### config.mk
export PLATFORM = sky130hd
export DESIGN_NAME = url_path_decode_and_check
export DESIGN_NICKNAME = d
export VERILOG_FILES = /design/src/rtl/updc_pkg.sv /design/src/rtl/url_path_decode_and_check.sv
export VERILOG_INCLUDE_DIRS = /design/src /design/src/rtl
export SDC_FILE = /design/constraint.sdc
export NUM_CORES = 1
export LEC_CHECK = 0
export ABC_CLOCK_PERIOD_IN_PS = 2700
export BUFFER_PORTS_ARGS = -buffer_cell sky130_fd_sc_hd__buf_2
export CORE_ASPECT_RATIO = 2
export CORE_MARGIN = 4
export CORE_UTILIZATION = 30
export DETAILED_ROUTE_END_ITERATION = 7
export PLACE_DENSITY = 0.51
export SLEW_MARGIN = 20
export SYNTH_ARGS = -nofsm -noshare
export SYNTH_HDL_FRONTEND = slang
export SYNTH_SLANG_ARGS = --single-unit
### constraint.sdc
create_clock -name clk_i -period 2.7 [get_ports clk_i]
set_input_delay 0.405 -clock clk_i [delete_from_list [all_inputs] [get_ports clk_i]]
set_output_delay 0.405 -clock clk_i [all_outputs]
set_load 0.1 [all_outputs]
### src/rtl/assert_macros.svh
// Assertion macros shared by the RTL.
// Clock is clk_i, reset is rst_ni (active low); checks are off during reset.
`ifndef ASSERT_MACROS_SVH
`define ASSERT_MACROS_SVH

// Property must hold at every rising edge out of reset.
`define ASSERT_PROP(lbl, prop, msg) \
  lbl: assert property (@(posedge clk_i) disable iff (!rst_ni) (prop)) else $error(msg);

// Condition must never be true at a rising edge out of reset.
`define ASSERT_NEVER(lbl, cond, msg) \
  lbl: assert property (@(posedge clk_i) disable iff (!rst_ni) !(cond)) else $error(msg);

`endif

### src/rtl/updc_pkg.sv
package updc_pkg;

  localparam logic [7:0] ChPercent   = 8'h25;
  localparam logic [7:0] ChColon     = 8'h3A;
  localparam logic [7:0] ChDot       = 8'h2E;
  localparam logic [7:0] ChSlash     = 8'h2F;
  localparam logic [7:0] ChBackslash = 8'h5C;
  localparam logic [7:0] ChNul       = 8'h00;
  localparam logic [7:0] ChZero      = 8'h30;
  localparam logic [7:0] ChLowerA    = 8'h61;
  localparam logic [7:0] ChUpperA    = 8'h41;
  localparam logic [3:0] HexLetterBase = 4'd10;

  typedef struct packed {
    logic       ok;
    logic [3:0] value;
  } hex_t;

  // Hex digit decode, either case.
  function automatic hex_t hex_decode(input logic [7:0] c);
    hex_t       r;
    logic [7:0] diff;
    r    = '0;
    diff = '0;
    case (c) inside
      [8'h30:8'h39]: begin
        diff    = c - ChZero;
        r.ok    = 1'b1;
        r.value = diff[3:0];
      end
      [8'h61:8'h66]: begin
        diff    = c - ChLowerA;
        r.ok    = 1'b1;
        r.value = diff[3:0] + HexLetterBase;
      end
      [8'h41:8'h46]: begin
        diff    = c - ChUpperA;
        r.ok    = 1'b1;
        r.value = diff[3:0] + HexLetterBase;
      end
      default: r = '0;
    endcase
    return r;
  endfunction

endpackage

### src/rtl/url_path_decode_and_check.sv
// Request path percent-decoder and checker.
// Input channel: one raw path byte per transfer (in_byte_i), last_i on the
// final byte; in_valid_i / in_ready_o.
// Output channel: out_valid_o / out_ready_i. A result carries a decoded byte
// (byte_valid_o) and/or the verdict (path_end_o, path_ok_o) for the final byte.
// Bytes that complete nothing ('%' and the first hex digit of an escape) and
// all bytes after a rejection give no result, except the final one.
// A byte taken sits in the input register, is decoded and checked there,
// and moves into the result register once that one is free or being read.
// Throughput: one byte per cycle unless the receiver stalls; the only state is
// a handful of small registers updated by one short decode/compare step.
// Receiver stall: the result register holds; the input register fills and
// then in_ready_o drops. in_ready_o follows out_ready_i combinationally.
// Reset: both registers empty and the path state at its initial values.
// After the final byte the path state returns to those values by itself.
module url_path_decode_and_check (
  input  logic       clk_i,
  input  logic       rst_ni,
  input  logic       in_valid_i,
  output logic       in_ready_o,
  input  logic [7:0] in_byte_i,
  input  logic       last_i,
  output logic       out_valid_o,
  input  logic       out_ready_i,
  output logic [7:0] out_byte_o,
  output logic       byte_valid_o,
  output logic       path_end_o,
  output logic       path_ok_o
);
  import updc_pkg::*;

  `include "assert_macros.svh"

  typedef enum logic [1:0] {
    ESC_NONE = 2'd0,
    ESC_HIGH = 2'd1,  // after '%'
    ESC_LOW  = 2'd2   // after first hex digit
  } esc_phase_e;

  // Input register
  logic       s1_valid_q;
  logic [7:0] s1_byte_q;
  logic       s1_last_q;

  // Path state
  logic [1:0] bytes_seen_q, bytes_seen_d;
  esc_phase_e esc_q, esc_d;
  logic [3:0] nibble_q, nibble_d;
  logic [1:0] seg_len_q, seg_len_d;
  logic       seg_dots_q, seg_dots_d;
  logic       failed_q, failed_d;

  // Result register
  logic       out_valid_q, out_valid_d;
  logic [7:0] out_byte_q, out_byte_d;
  logic       byte_valid_q, byte_valid_d;
  logic       path_end_q, path_end_d;
  logic       path_ok_q, path_ok_d;

  logic       adv;      // input register moves into result register
  logic       first;
  logic       have;
  logic       emit;
  logic [7:0] val;
  hex_t       hex;
  logic       seg_bad_now;
  logic       seg_bad_end;

  assign adv        = s1_valid_q && (!out_valid_q || out_ready_i);
  assign in_ready_o = !s1_valid_q || adv;

  assign hex         = hex_decode(s1_byte_q);
  assign first       = (bytes_seen_q == 2'd0);
  // Segment empty, "." or ".." (length saturates at 3)
  assign seg_bad_now = (seg_len_q == 2'd0) || ((seg_len_q != 2'd3) && seg_dots_q);

  always_comb begin
    bytes_seen_d = (bytes_seen_q == 2'd2) ? bytes_seen_q : bytes_seen_q + 2'd1;
    esc_d        = esc_q;
    nibble_d     = nibble_q;
    seg_len_d    = seg_len_q;
    seg_dots_d   = seg_dots_q;
    failed_d     = failed_q;
    have         = 1'b0;
    emit         = 1'b0;
    val          = '0;
    seg_bad_end  = 1'b0;

    if (!failed_q) begin
      if (first) begin
        // First byte never opens an escape and begins no segment
        if (s1_byte_q == ChSlash) begin
          emit = 1'b1;
          val  = s1_byte_q;
        end else begin
          failed_d = 1'b1;
        end
      end else begin
        case (esc_q)
          ESC_HIGH: begin
            if (hex.ok) begin
              nibble_d = hex.value;
              esc_d    = ESC_LOW;
            end else begin
              failed_d = 1'b1;
            end
          end
          ESC_LOW: begin
            if (hex.ok) begin
              val   = {nibble_q, hex.value};
              have  = 1'b1;
              esc_d = ESC_NONE;
            end else begin
              failed_d = 1'b1;
            end
          end
          default: begin
            if (s1_byte_q == ChPercent) begin
              esc_d = ESC_HIGH;
            end else begin
              val  = s1_byte_q;
              have = 1'b1;
            end
          end
        endcase
      end

      if (have) begin
        if (val == ChNul || val == ChBackslash || val == ChColon) begin
          failed_d = 1'b1;
        end else if (val == ChSlash) begin
          // Raw or decoded separator closes the segment
          if (seg_bad_now) begin
            failed_d = 1'b1;
          end else begin
            seg_len_d  = 2'd0;
            seg_dots_d = 1'b1;
            emit       = 1'b1;
          end
        end else begin
          if (seg_len_q != 2'd3) seg_len_d = seg_len_q + 2'd1;
          if (val != ChDot) seg_dots_d = 1'b0;
          emit = 1'b1;
        end
      end
    end

    out_valid_d  = emit || s1_last_q;
    out_byte_d   = emit ? val : 8'h00;
    byte_valid_d = emit;
    path_end_d   = s1_last_q;
    path_ok_d    = 1'b0;

    if (s1_last_q) begin
      // End checks: open escape, short path, bad final segment
      seg_bad_end = (seg_len_d == 2'd0) || ((seg_len_d != 2'd3) && seg_dots_d);
      if (!failed_d && (esc_d != ESC_NONE || bytes_seen_d != 2'd2 || seg_bad_end)) begin
        failed_d = 1'b1;
      end
      path_ok_d    = !failed_d;
      bytes_seen_d = 2'd0;
      esc_d        = ESC_NONE;
      nibble_d     = 4'd0;
      seg_len_d    = 2'd0;
      seg_dots_d   = 1'b1;
      failed_d     = 1'b0;
    end
  end

  // Control and state
  always_ff @(posedge clk_i or negedge rst_ni) begin
    if (!rst_ni) begin
      s1_valid_q   <= 1'b0;
      out_valid_q  <= 1'b0;
      bytes_seen_q <= 2'd0;
      esc_q        <= ESC_NONE;
      nibble_q     <= 4'd0;
      seg_len_q    <= 2'd0;
      seg_dots_q   <= 1'b1;
      failed_q     <= 1'b0;
    end else begin
      if (in_ready_o) s1_valid_q <= in_valid_i;
      if (adv) begin
        out_valid_q  <= out_valid_d;
        bytes_seen_q <= bytes_seen_d;
        esc_q        <= esc_d;
        nibble_q     <= nibble_d;
        seg_len_q    <= seg_len_d;
        seg_dots_q   <= seg_dots_d;
        failed_q     <= failed_d;
      end else if (out_ready_i) begin
        out_valid_q <= 1'b0;
      end
    end
  end

  // Payload
  always_ff @(posedge clk_i) begin
    if (in_ready_o && in_valid_i) begin
      s1_byte_q <= in_byte_i;
      s1_last_q <= last_i;
    end
    if (adv) begin
      out_byte_q   <= out_byte_d;
      byte_valid_q <= byte_valid_d;
      path_end_q   <= path_end_d;
      path_ok_q    <= path_ok_d;
    end
  end

  assign out_valid_o  = out_valid_q;
  assign out_byte_o   = out_byte_q;
  assign byte_valid_o = byte_valid_q;
  assign path_end_o   = path_end_q;
  assign path_ok_o    = path_ok_q;

  `ASSERT_NEVER(a_no_bad_byte, out_valid_o && byte_valid_o && (out_byte_o == ChNul || out_byte_o == ChBackslash || out_byte_o == ChColon), "forbidden byte emitted")
  `ASSERT_PROP(a_no_empty_result, out_valid_o |-> (byte_valid_o || path_end_o), "empty result")
  `ASSERT_PROP(a_ok_only_at_end, (out_valid_o && path_ok_o) |-> path_end_o, "verdict outside path end")
  `ASSERT_PROP(a_silent_after_fail, (adv && failed_q) |=> !byte_valid_o, "byte emitted after failure")
  `ASSERT_PROP(a_clear_at_end, (adv && s1_last_q) |=> (bytes_seen_q == 2'd0 && !failed_q && esc_q == ESC_NONE), "state not cleared after last byte")

endmodule

==> out/qor.txt, run 1 <==
Outcome -> complete, but fails checks
EDFF count, synth -> 20
Die height -> 132.9 um
Pin count of the biggest net entering global routing -> 15
Asr flop ratio synth -> 0.4118
Clock tree buffer depth -> 2
Synth Area in Adders -> 0.04276
Worst EP required -> 2.72 ns
Post-Synthesis Cell Area -> 2341 um2
Synth Warn # -> 0
Final worst setup slack -> -0.2296 ns
Peak supply drop -> 417.4 uV
# setup viols final -> 14
Die width -> 70.47 um
Post-synthesis mux area share -> 0.008552
Final HPWL DP -> 6276 um
First-pass GRT wire length -> 12,500 um
Fin crit period -> 2.930 ns
Clock slew at reported path FFs -> 0.06 ns
Residual DRC -> 0
Pre-antenna DRT Iters -> 4
Critical Path Source Type -> register
Syn Inst Count -> 242
Area delta synth->final -> 47.62%
Largest family of logic cells by synthesized area -> simple AND/OR/NAND/NOR gates
FP Rows -> 45
Most common cell after layout, fill and taps aside -> buf_4
Commonest cells after routing, fill and taps aside -> 75 x buf_4, 25 x buf_2, 23 x nor2_1, 20 x edfxtp_1, 16 x o21ai_0
Vias -> 2,277
Worst-Skew Late Latency -> 0.29 ns
CTS sink count -> 34
Slew margin rel. -> 0.6476
Crit. End Element -> register
RSZ-0062 raised after global routing -> yes
Fin Hold WS -> 0.02379 ns
Tcrit/Tclk final -> 1.085
Net switching power -> 1.551 mW
Post-synth cell types -> 71
Kind of critical path -> register to register
H-tree depth -> 2
Net Count, Synth -> 263
Initial antenna violation count -> 0
Pre-CTS setup slack -> -0.4348 ns
Maximum capacitance violations -> 0
Vias in the first global route -> 2,466
Final Power -> 3.397 mW
WL final -> 7840 um
Register bit total from synthesis -> 34
Compound-Gate Fraction of Synth Area -> 0.2320
Crit-path max FO -> 5
Vias per inst -> 5.199
Main synth FF type -> edfxtp_1
Simple-Gate Fraction of Synth Area -> 0.2683
Slew @ Worst Pin -> 0.5212 ns
Gr ovfl total -> 0
Tot GR Track Use -> 0.1771
Post-synthesis sequential area ratio -> 0.4067
Combinational fraction of design power -> 0.594
XOR/XNOR share of the synthesized area -> 0
Clock network power share -> 0.174
Starting DRC count in detailed routing -> 96
Pleak -> 1.475 nW
Setup Skew -> 0.004051 ns
CTS root buf -> clkbuf_16
ANT nets after route -> 0
Sequential share of power -> 0.231
Failing checks -> setup timing
Hold Path Class -> input pin to async pin
Pwr Density -> 983.0 nW/um2
Share of layout cells above drive strength 1 -> 0.4622
GPL Wtd Cong -> 0.9189
Final Hold Viols -> 0
Achievable Freq -> 0.3413 GHz
Int Power -> 1.846 mW
CP Data Arrival Time -> 2.95 ns
Final #Nets -> 364
Die ar. -> 9367 um2
Final Util -> 0.4547
TritonCTS clock tree -> built
I/O Buffers -> 25
Initial cell density of the core -> 0.3080
Core area -> 7601 um2
Drt wl/cell -> 17.90 um
Ports -> 26
Ant. Diodes -> 0
Switching Fraction -> 0.4567
Hold Buf Count CTS -> 0
CTS Buf Count -> 5
Avg Inst Size Synth -> 9.674 um2
Pins Over Slew Limit -> 0
## routing by layer
layer	part of all wire	global-route usage	up-vias	wire length, um
li1	-	-	1108	-
met3	0.019	0.02053	32	151
met4	0.077	0.1493	0	605
met1	0.33	0.1573	1092	2551
met2	0.58	0.3366	45	4531
met5	0	0	-	0
## stage by stage
stage | TNS, ns | area, um2 | cells
after CTS | -2.506 | 3406 | 437
after floorplan | -0.9111 | 2380 | 242
final | -2.356 | 3456 | 438
after detailed placement | -4.618 | 3128 | 425
after global routing | -4.581 | 3456 | 438
after global placement | -4.255 | 3128 | 425
## repair_timing
action	in CTS	in global routing
pin swaps	7	2
endpoints found under the hold margin	0	0
setup buffers	4	1
endpoints found under the setup margin	14	14
gates resized for setup	21	11
## cells in the mapped netlist, types with 6 or more instances
library cell	instances	area share
clkbuf_1	7	0.011
inv_1	16	0.026
nand2b_1	6	0.016
a21oi_1	16	0.034
o21ai_0	18	0.038
nand2_1	15	0.024
edfxtp_1	20	0.26
nor2_1	27	0.043
dfrtp_1	13	0.14
nand3_1	6	0.013
ha_1	8	0.043
## worst max-delay path, stage by stage, from the launching register on
cell      delay, ns
edfxtp_1       0.44
inv_2          0.11
ha_4           0.15
or3b_4         0.40
and3_4         0.21
buf_6          0.12
o221a_4        0.26
o221ai_2       0.15
o22a_2         0.17
nor2_2         0.04
buf_4          0.13
nor4_4         0.17
mux2i_1        0.25
nor4b_2        0.08
## power groups by stage
stage               logic, mW  registers, mW  clock network, mW
floorplan               0.841           1.16                  0
global placement         1.87          0.789                  0
detailed placement       1.88          0.792                  0
CTS                      2.00          0.784              0.607
global route             2.16          0.802              0.629
finish                   2.02          0.785              0.593
## registers in the layout, summed over array words and instances, names as in the netlist, 2 cells and up
name / flops
bytes_seen_q: 2
esc_q: 2
nibble_q: 4
out_byte_o: 8
s1_byte_q: 8
seg_len_q: 2
## cells by family after synthesis
family          after synthesis
simple gates                100
compound gates               74
flops                        34
buf+inv                      24
fa+ha+maj                     8
mux                           2
## path summary, 6_finish.rpt
kind	from	to	slack [ns]	cells after the start
setup / recovery	s1_byte_q[0]$_DFFE_PP_	path_ok_o$_SDFFCE_PN0P_	-0.23	13
hold / removal	rst_ni	seg_len_q[1]$_DFFE_PN0P_	0.02	1
setup reg to reg	s1_byte_q[0]$_DFFE_PP_	path_ok_o$_SDFFCE_PN0P_	-0.23	13
hold reg to reg	s1_valid_q$_DFFE_PN0N_	out_valid_o$_DFFE_PN0P_	0.54	2
max in group asynchronous	rst_ni	seg_dots_q$_DFFE_PN1P_	2.38	1
min in group clk_i	in_byte_i[7]	s1_byte_q[7]$_DFFE_PP_	0.29	1
## area by class of cell
| cell class | instances | area (um2) |
|---|---|---|
| clock buffer | 6 | 138.9 |
| clock inverter | 2 | 12.51 |
| fill | 746 | 4145 |
| inverter | 16 | 60.06 |
| multi-input combinational | 184 | 1455 |
| sequential | 34 | 952.2 |
| tap | 94 | 117.6 |
| timing repair buffer | 102 | 719.4 |
No activity file was read; power rests on OpenSTA's default activity.
==> inputs of run 2 (changes only) <==
ABC_AREA = 1   (was not set)
==> run 2 against run 1 <==
The flow now finishes without violations. Cell count rose by 2.3%. Combinational power down 6%. First-iteration DRC count decreased by 25%. Synthesized area down 1.4%. Non-clock buffer count fell by 55. Maximum frequency rose by 13%. Critical path type unchanged.
==> out/qor.txt, run 2 <==
Outcome -> finished, final reports clean (was complete, but fails checks)
XOR/XNOR share of the synthesized area -> 0 (unchanged)
Compound-Gate Fraction of Synth Area -> 0.07154 (was 0.2320)
I/O Buffers -> 25 (unchanged)
Drt wl/cell -> 13.89 um (was 17.90 um)
Achievable Freq -> 0.3843 GHz (was 0.3413 GHz)
Leading cell type by number of instances after synthesis -> nand2_1 (was nor2_1)
Area delta synth->final -> 32.03% (was 47.62%)
Pre-antenna DRT Iters -> 4 (unchanged)
Post-synthesis mux area share -> 0 (was 0.008552)
Register bit total from synthesis -> 34 (unchanged)
Pleak -> 1.436 nW (was 1.475 nW)
Vias -> 2,136 (was 2,277)
Crit. End Element -> register (unchanged)
Die width -> 70.03 um (was 70.47 um)
Area post-placement -> 2618 um2 (was 3128 um2)
Peak supply drop -> 428.9 uV (was 417.4 uV)
Slew @ Worst Pin -> 0.5896 ns (was 0.5212 ns)
ANT nets after route -> 0 (unchanged)
Fin Hold WS -> 0.01322 ns (was 0.02379 ns)
WL final -> 6222 um (was 7840 um)
Initial cell density of the core -> 0.3060 (was 0.3080)
Final Util -> 0.4040 (was 0.4547)
Post-synth cell types -> 29 (was 71)
Vias per inst -> 4.768 (was 5.199)
CTS Buf Count -> 5 (unchanged)
TritonCTS clock tree -> built (unchanged)
Setup Skew -> 0.004032 ns (was 0.004051 ns)
Clock slew at reported path FFs -> 0.05 ns (was 0.06 ns)
Critical Path Source Type -> register (unchanged)
H-tree depth -> 2 (unchanged)
Worst EP required -> 2.74 ns (was 2.72 ns)
Hold Path Class -> input pin to async pin (unchanged)
Core area -> 7545 um2 (was 7601 um2)
Hold Buf Count CTS -> 0 (unchanged)
Commonest cells after routing, fill and taps aside -> 65 x nand2_1, 38 x inv_1, 28 x nor2_1, 28 x nand3_1, 25 x buf_2 (was 75 x buf_4, 25 x buf_2, 23 x nor2_1, 20 x edfxtp_1, 16 x o21ai_0)
Post-synthesis sequential area ratio -> 0.4125 (was 0.4067)
Slew margin rel. -> 0.6045 (was 0.6476)
Synth Area in Adders -> 0.04336 (was 0.04276)
Final Power -> 3.326 mW (was 3.397 mW)
Reg-to-reg setup timing slack -> 0.1 ns (was -0.23 ns)
Net Count, Synth -> 323 (was 263)
Worst-Skew Late Latency -> 0.28 ns (was 0.29 ns)
Crit-path max FO -> 7 (was 5)
FP Rows -> 45 (unchanged)
R2R Path End -> path_ok_o$_SDFFCE_PN0P_ (unchanged)
Kind of critical path -> register to register (unchanged)
Synth top area share -> 0.2602 (was 0.2565)
Share of layout cells above drive strength 1 -> 0.3418 (was 0.4622)
Most common cell after layout, fill and taps aside -> nand2_1 (was buf_4)
Gr ovfl total -> 0 (unchanged)
First-pass GRT wire length -> 9839 um (was 12,500 um)
Syn Inst Count -> 302 (was 242)
Synth cell count leaders -> 73 x nand2_1, 42 x inv_1, 35 x nand3_1, 32 x nor2_1, 20 x edfxtp_1 (was 27 x nor2_1, 20 x edfxtp_1, 18 x o21ai_0, 16 x a21oi_1, 16 x inv_1)
Clock tree buffer depth -> 2 (unchanged)
Final Hold Viols -> 0 (unchanged)
Largest area contributor in the netlist -> edfxtp_1 (unchanged)
Largest family of logic cells by synthesized area -> simple AND/OR/NAND/NOR gates (unchanged)
Final HPWL DP -> 4989 um (was 6276 um)
Initial antenna violation count -> 0 (unchanged)
Vias in the first global route -> 2,157 (was 2,466)
Pin count of the biggest net entering global routing -> 19 (was 15)
EDFF count, synth -> 20 (unchanged)
Ports -> 26 (unchanged)
Asr flop ratio synth -> 0.4118 (unchanged)
Top cells by area, synth -> edfxtp_1 26%, dfrtp_1 14%, nand2_1 12% (was edfxtp_1 26%, dfrtp_1 14%, nor2_1 4.3%)
Die ar. -> 9247 um2 (was 9367 um2)
Ant. Diodes -> 0 (unchanged)
Die height -> 132.1 um (was 132.9 um)
Tot GR Track Use -> 0.1389 (was 0.1771)
Maximum capacitance violations -> 0 (unchanged)
R2r worst-path depth -> 17 (was 13)
Synth Warn # -> 0 (unchanged)
CP Data Arrival Time -> 2.65 ns (was 2.95 ns)
RSZ-0062 raised after global routing -> yes (unchanged)
Main synth FF type -> edfxtp_1 (unchanged)
# setup viols final -> 0 (was 14)
GPL Wtd Cong -> 0.8846 (was 0.9189)
Tcrit/Tclk final -> 0.9637 (was 1.085)
Pins Over Slew Limit -> 0 (unchanged)
CTS sink count -> 34 (unchanged)
Pwr Density -> 1091 nW/um2 (was 983.0 nW/um2)
CTS root buf -> clkbuf_16 (unchanged)
Final #Nets -> 374 (was 364)
Residual DRC -> 0 (unchanged)
Avg Inst Size Synth -> 7.644 um2 (was 9.674 um2)
Design Area, Final -> 3048 um2 (was 3456 um2)
Worst reg2reg path startpoint -> s1_byte_q[0]$_DFFE_PP_ (unchanged)
Post-Synthesis Cell Area -> 2308 um2 (was 2341 um2)
Fin crit period -> 2.602 ns (was 2.930 ns)
Simple-Gate Fraction of Synth Area -> 0.3837 (was 0.2683)
Starting DRC count in detailed routing -> 72 (was 96)
[run 2: changes by cell type in the layout (fill, tap and decap cells not counted), sizes merged, moves of 9 or more]
cell   change
a21oi      -9
nand3     +37
o21ai     -10
inv       +32
nand2     +72
nor2      +11
buf       -55
[run 2: worst max-delay path by stage]
stage               slack (ns)                   start  depth (start not counted)                 endpoint
global route             -0.08  s1_byte_q[0]$_DFFE_PP_                         17  path_ok_o$_SDFFCE_PN0P_
global placement          0.04  s1_byte_q[1]$_DFFE_PP_                         18  path_ok_o$_SDFFCE_PN0P_
floorplan                 0.33  s1_byte_q[1]$_DFFE_PP_                         20  path_ok_o$_SDFFCE_PN0P_
detailed placement        0.03  s1_byte_q[0]$_DFFE_PP_                         19  path_ok_o$_SDFFCE_PN0P_
finish                     0.1  s1_byte_q[0]$_DFFE_PP_                         17  path_ok_o$_SDFFCE_PN0P_
CTS                       0.01  s1_byte_q[1]$_DFFE_PP_                         18  path_ok_o$_SDFFCE_PN0P_
[run 2: final cells by class]
cell class / count / area [um2]
Clock buffer: 8 / 167.7
Fill cell: 821 / 4497
Inverter: 49 / 183.9
Multi-Input combinational cell: 216 / 1333
Sequential cell: 34 / 952.2
Tap cell: 94 / 117.6
Timing Repair Buffer: 47 / 294.0
[run 2: repair_timing]
item / CTS / global route
setup buffers: 0 / 11
setup endpoints to repair: 0 / 15
gates resized for setup: 0 / 42
[run 2: worst max-delay path, stage by stage (launching register included)]
cell	delay (ns)
edfxtp_1	0.48
ha_4	0.22
nand3b_1	0.19
nand3_2	0.13
nand2_4	0.09
buf_6	0.13
nand3_2	0.05
nand2_2	0.09
nand2_4	0.10
nand2_4	0.06
nor2_4	0.15
nand4_1	0.22
nand3_1	0.14
nand2_1	0.05
nand2_1	0.08
nor2_2	0.05
nand3_1	0.10
nor2_2	0.03
[run 2: cells by family after synthesis]
kind of cell	count (synthesis)
simple gates	182
buf+inv	52
flops	34
compound gates	26
fa+ha+maj	8
[run 2: through the flow]
stage | worst slack (ns) | TNS [ns] | std cells
after floorplan | 0.3290 | 0 | 302
after global placement | 0.04061 | 0 | 429
after detailed placement | 0.03185 | 0 | 429
after CTS | 0.01389 | 0 | 437
after global routing | -0.07824 | -0.07824 | 448
final | 0.09792 | 0 | 448
[run 2: power by group]
group | internal, mW | total, mW | switching [mW]
Combinational | 0.520 | 1.90 | 1.38
Clock | 0.423 | 0.630 | 0.207
Sequential | 0.719 | 0.796 | 0.0770
[run 2: layer usage]
layer / GRT usage / routed length, um / vias up
met5: 0 / 0 / -
met4: 0.1077 / 339 / 0
met3: 0.02290 / 141 / 21
met2: 0.2813 / 3829 / 39
met1: 0.1085 / 1912 / 993
li1: - / - / 1083
==> inputs of run 3 (changes only) <==
CTS_BUF_LIST = sky130_fd_sc_hd__clkbuf_4   (was not set)
==> run 3 against run 2 <==
Global-route usage is 0.23 points lower. Flip-flop and latch count did not move. Critical path type unchanged. Cell count fell by 0.67%. Combinational power shrank 6%. Setup slack better by 0.011 ns. Maximum frequency grew 0.44%. Via count down 1.8%. Die area stayed put. Sequential power decreased by 1%. Clock power is 40% lower. Clock-buffer cell count decreased by 2.
==> out/qor.txt, run 3 (synthesized netlist as in run 2, its figures left out) <==
Pins Over Slew Limit -> 0 (unchanged)
Combinational fraction of design power -> 0.604 (was 0.571)
H-tree depth -> 2 (unchanged)
Fill cell instance count of the final layout -> 849 (was 821)
Gr ovfl total -> 0 (unchanged)
Final #Nets -> 370 (was 374)
Hold Path Class -> input pin to register (was input pin to async pin)
Clock network power share -> 0.128 (was 0.190)
CTS root buf -> clkbuf_4 (was clkbuf_16)
CTS sink count -> 34 (unchanged)
Share of layout cells above drive strength 1 -> 0.2914 (was 0.3418)
FP Rows -> 45 (unchanged)
Slowest stage delay, CP -> 0.42 ns (was 0.48 ns)
CP Data Arrival Time -> 2.72 ns (was 2.65 ns)
Setup Skew -> 0.009985 ns (was 0.004032 ns)
Most common cell after layout, fill and taps aside -> nand2_1 (unchanged)
Vias -> 2,097 (was 2,136)
Kind of critical path -> register to register (unchanged)
Pin count of the biggest net entering global routing -> 19 (unchanged)
Peak supply drop -> 434.8 uV (was 428.9 uV)
Critical Path Source Type -> register (unchanged)
Area occupied by multi-input gates -> 1206 um2 (was 1333 um2)
Commonest cells after routing, fill and taps aside -> 70 x nand2_1, 38 x inv_1, 32 x nand3_1, 29 x nor2_1, 25 x buf_2 (was 65 x nand2_1, 38 x inv_1, 28 x nor2_1, 28 x nand3_1, 25 x buf_2)
Die ar. -> 9247 um2 (unchanged)
Starting DRC count in detailed routing -> 65 (was 72)
Fin crit period -> 2.591 ns (was 2.602 ns)
Switching Fraction -> 0.5322 (was 0.5004)
CP dominant cell by count -> nand2_1 (was nand2_4)
Final Hold Viols -> 0 (unchanged)
Drt wl/cell -> 13.60 um (was 13.89 um)
Sequential share of power -> 0.268 (was 0.239)
Tcrit/Tclk final -> 0.9595 (was 0.9637)
ANT nets after route -> 0 (unchanged)
Initial cell density of the core -> 0.3060 (unchanged)
Crit. End Element -> register (unchanged)
Slew @ Worst Pin -> 0.5878 ns (was 0.5896 ns)
Final HPWL DP -> 4989 um (unchanged)
Die width -> 70.03 um (unchanged)
Sequential standard cell area -> 952.2 um2 (unchanged)
Vias in the first global route -> 2,175 (was 2,157)
Worst EP required -> 2.83 ns (was 2.74 ns)
Initial antenna violation count -> 1 (was 0)
Die height -> 132.1 um (unchanged)
Clock tree buffer depth -> 2 (unchanged)
TritonCTS clock tree -> built (unchanged)
Worst-Skew Late Latency -> 0.35 ns (was 0.28 ns)
Post-placement cell count -> 429 (unchanged)
Hold path depth -> 1
Tot GR Track Use -> 0.1366 (was 0.1389)
First-pass GRT wire length -> 9832 um (was 9839 um)
Fin Hold WS -> 0.2200 ns (was 0.01322 ns)
Pwr Density -> 1049 nW/um2 (was 1091 nW/um2)
Core area -> 7545 um2 (unchanged)
R2r worst-path depth -> 20 (was 17)
Pre-antenna DRT Iters -> 4 (unchanged)
RSZ-0062 raised after global routing -> yes (unchanged)
I/O Buffers -> 25 (unchanged)
Design Area, Final -> 2804 um2 (was 3048 um2)
Net switching power -> 1.565 mW (was 1.664 mW)
Number of stages on the worst setup path -> 20 (was 17)
Outcome -> finished, final reports clean (unchanged)
GPL Wtd Cong -> 0.8846 (unchanged)
Residual DRC -> 0 (unchanged)
Slew margin rel. -> 0.6057 (was 0.6045)
Final setup TNS -> 0 ns (unchanged)
Post-route insts no fill -> 445 (was 448)
# setup viols final -> 0 (unchanged)
Pleak -> 1.360 nW (was 1.436 nW)
Achievable Freq -> 0.3860 GHz (was 0.3843 GHz)
CP max-delay cell -> edfxtp_1 (unchanged)
CTS Buf Count -> 5 (unchanged)
Ports -> 26 (unchanged)
Area post-placement -> 2618 um2 (unchanged)
Int Power -> 1.376 mW (was 1.662 mW)
Maximum capacitance violations -> 0 (unchanged)
Crit-path cells -> inv_2 > ha_1 > nand2_1 > nand3_2 > nand2_4 > nand2_1 > nand2_1 > nand2_2 > o21bai_4 > nand2_4 > o21bai_4 > nand3_2 > nand2_1 > nand2_1 > nand3_1 > nand2_1 > nand2_1 > nand2_1 > inv_1 > nor2_2 (was ha_4 > nand3b_1 > nand3_2 > nand2_4 > buf_6 > nand3_2 > nand2_2 > nand2_4 > nand2_4 > nor2_4 > nand4_1 > nand3_1 > nand2_1 > nand2_1 > nor2_2 > nand3_1 > nor2_2)
WL final -> 6050 um (was 6222 um)
Area delta synth->final -> 21.46% (was 32.03%)
CP top delay family -> simple AND/OR/NAND/NOR gates (unchanged)
Worst path bufs/invs -> 2 (was 1)
Vias per inst -> 4.712 (was 4.768)
Clock slew at reported path FFs -> 0.11 ns (was 0.05 ns)
Crit-path max FO -> 7 (unchanged)
## run 3: final cells by class
| cell class | instances | area share |
|---|---|---|
| multi-input cells | 216 | 0.4302 |
| flip-flops and latches | 34 | 0.3396 |
| repair buffers | 43 | 0.09371 |
| inverters | 49 | 0.06560 |
| well taps | 94 | 0.04195 |
| clock buffers | 6 | 0.01606 |
| clock inverters | 2 | 0.01205 |
| diodes | 1 | 0.0008925 |
## run 3: final timing paths
path                       slack, ns                          end               startpoint
min in group asynchronous       0.46  bytes_seen_q[1]$_DFFE_PN0P_                   rst_ni
min reg2reg                     0.54      nibble_q[2]$_DFFE_PN0P_  nibble_q[2]$_DFFE_PN0P_
min                             0.22       s1_byte_q[7]$_DFFE_PP_             in_byte_i[7]
max in group asynchronous       1.95       seg_dots_q$_DFFE_PN1P_                   rst_ni
max                             0.11      path_ok_o$_SDFFCE_PN0P_   s1_byte_q[0]$_DFFE_PP_
max reg2reg                     0.11      path_ok_o$_SDFFCE_PN0P_   s1_byte_q[0]$_DFFE_PP_
## run 3: worst register-to-register path, delay by kind of cell (launching register included)
kind / cells / cell delay (ns)
AOI/OAI and AO/OA: 2 / 0.42
adders and majority gates: 1 / 0.21
buffers and inverters: 2 / 0.13
DFF: 1 / 0.42
and+or+nand+nor: 15 / 1.20
## run 3: repair_timing
action	in CTS	in global routing
resized for setup	0	17
buffers inserted	0	6
setup endpoints to repair	0	15
hold endpoints to repair	13	0
hold buffers	1	0
## run 3: metal layers
metal / GRT usage / routed length [um] / up-vias
met5: 0 / 0 / -
met4: 0.09275 / 332 / 0
met3: 0.01756 / 127 / 19
met2: 0.2829 / 3675 / 32
met1: 0.1099 / 1914 / 969
li1: - / - / 1077
## run 3: power by group through the flow
stage	Sequential [mW]	Combinational, mW	Clock (mW)
6_report	0.788	1.78	0.377
5_1_grt	0.806	1.95	0.413
4_1_cts	0.791	1.73	0.393
3_5_place_dp	0.803	1.73	0
3_3_place_gp	0.799	1.73	0
2_1_floorplan	1.22	0.920	0
## run 3: stage by stage
step | worst slack [ns] | util | total power [mW]
after floorplan | 0.3290 | - | 2.144
after global placement | 0.04061 | 0.3469 | 2.532
after detailed placement | 0.03185 | 0.3469 | 2.530
after CTS | 0.01732 | 0.3587 | 2.916
after global routing | -0.05543 | 0.3716 | 3.170
final | 0.1094 | 0.3716 | 2.940
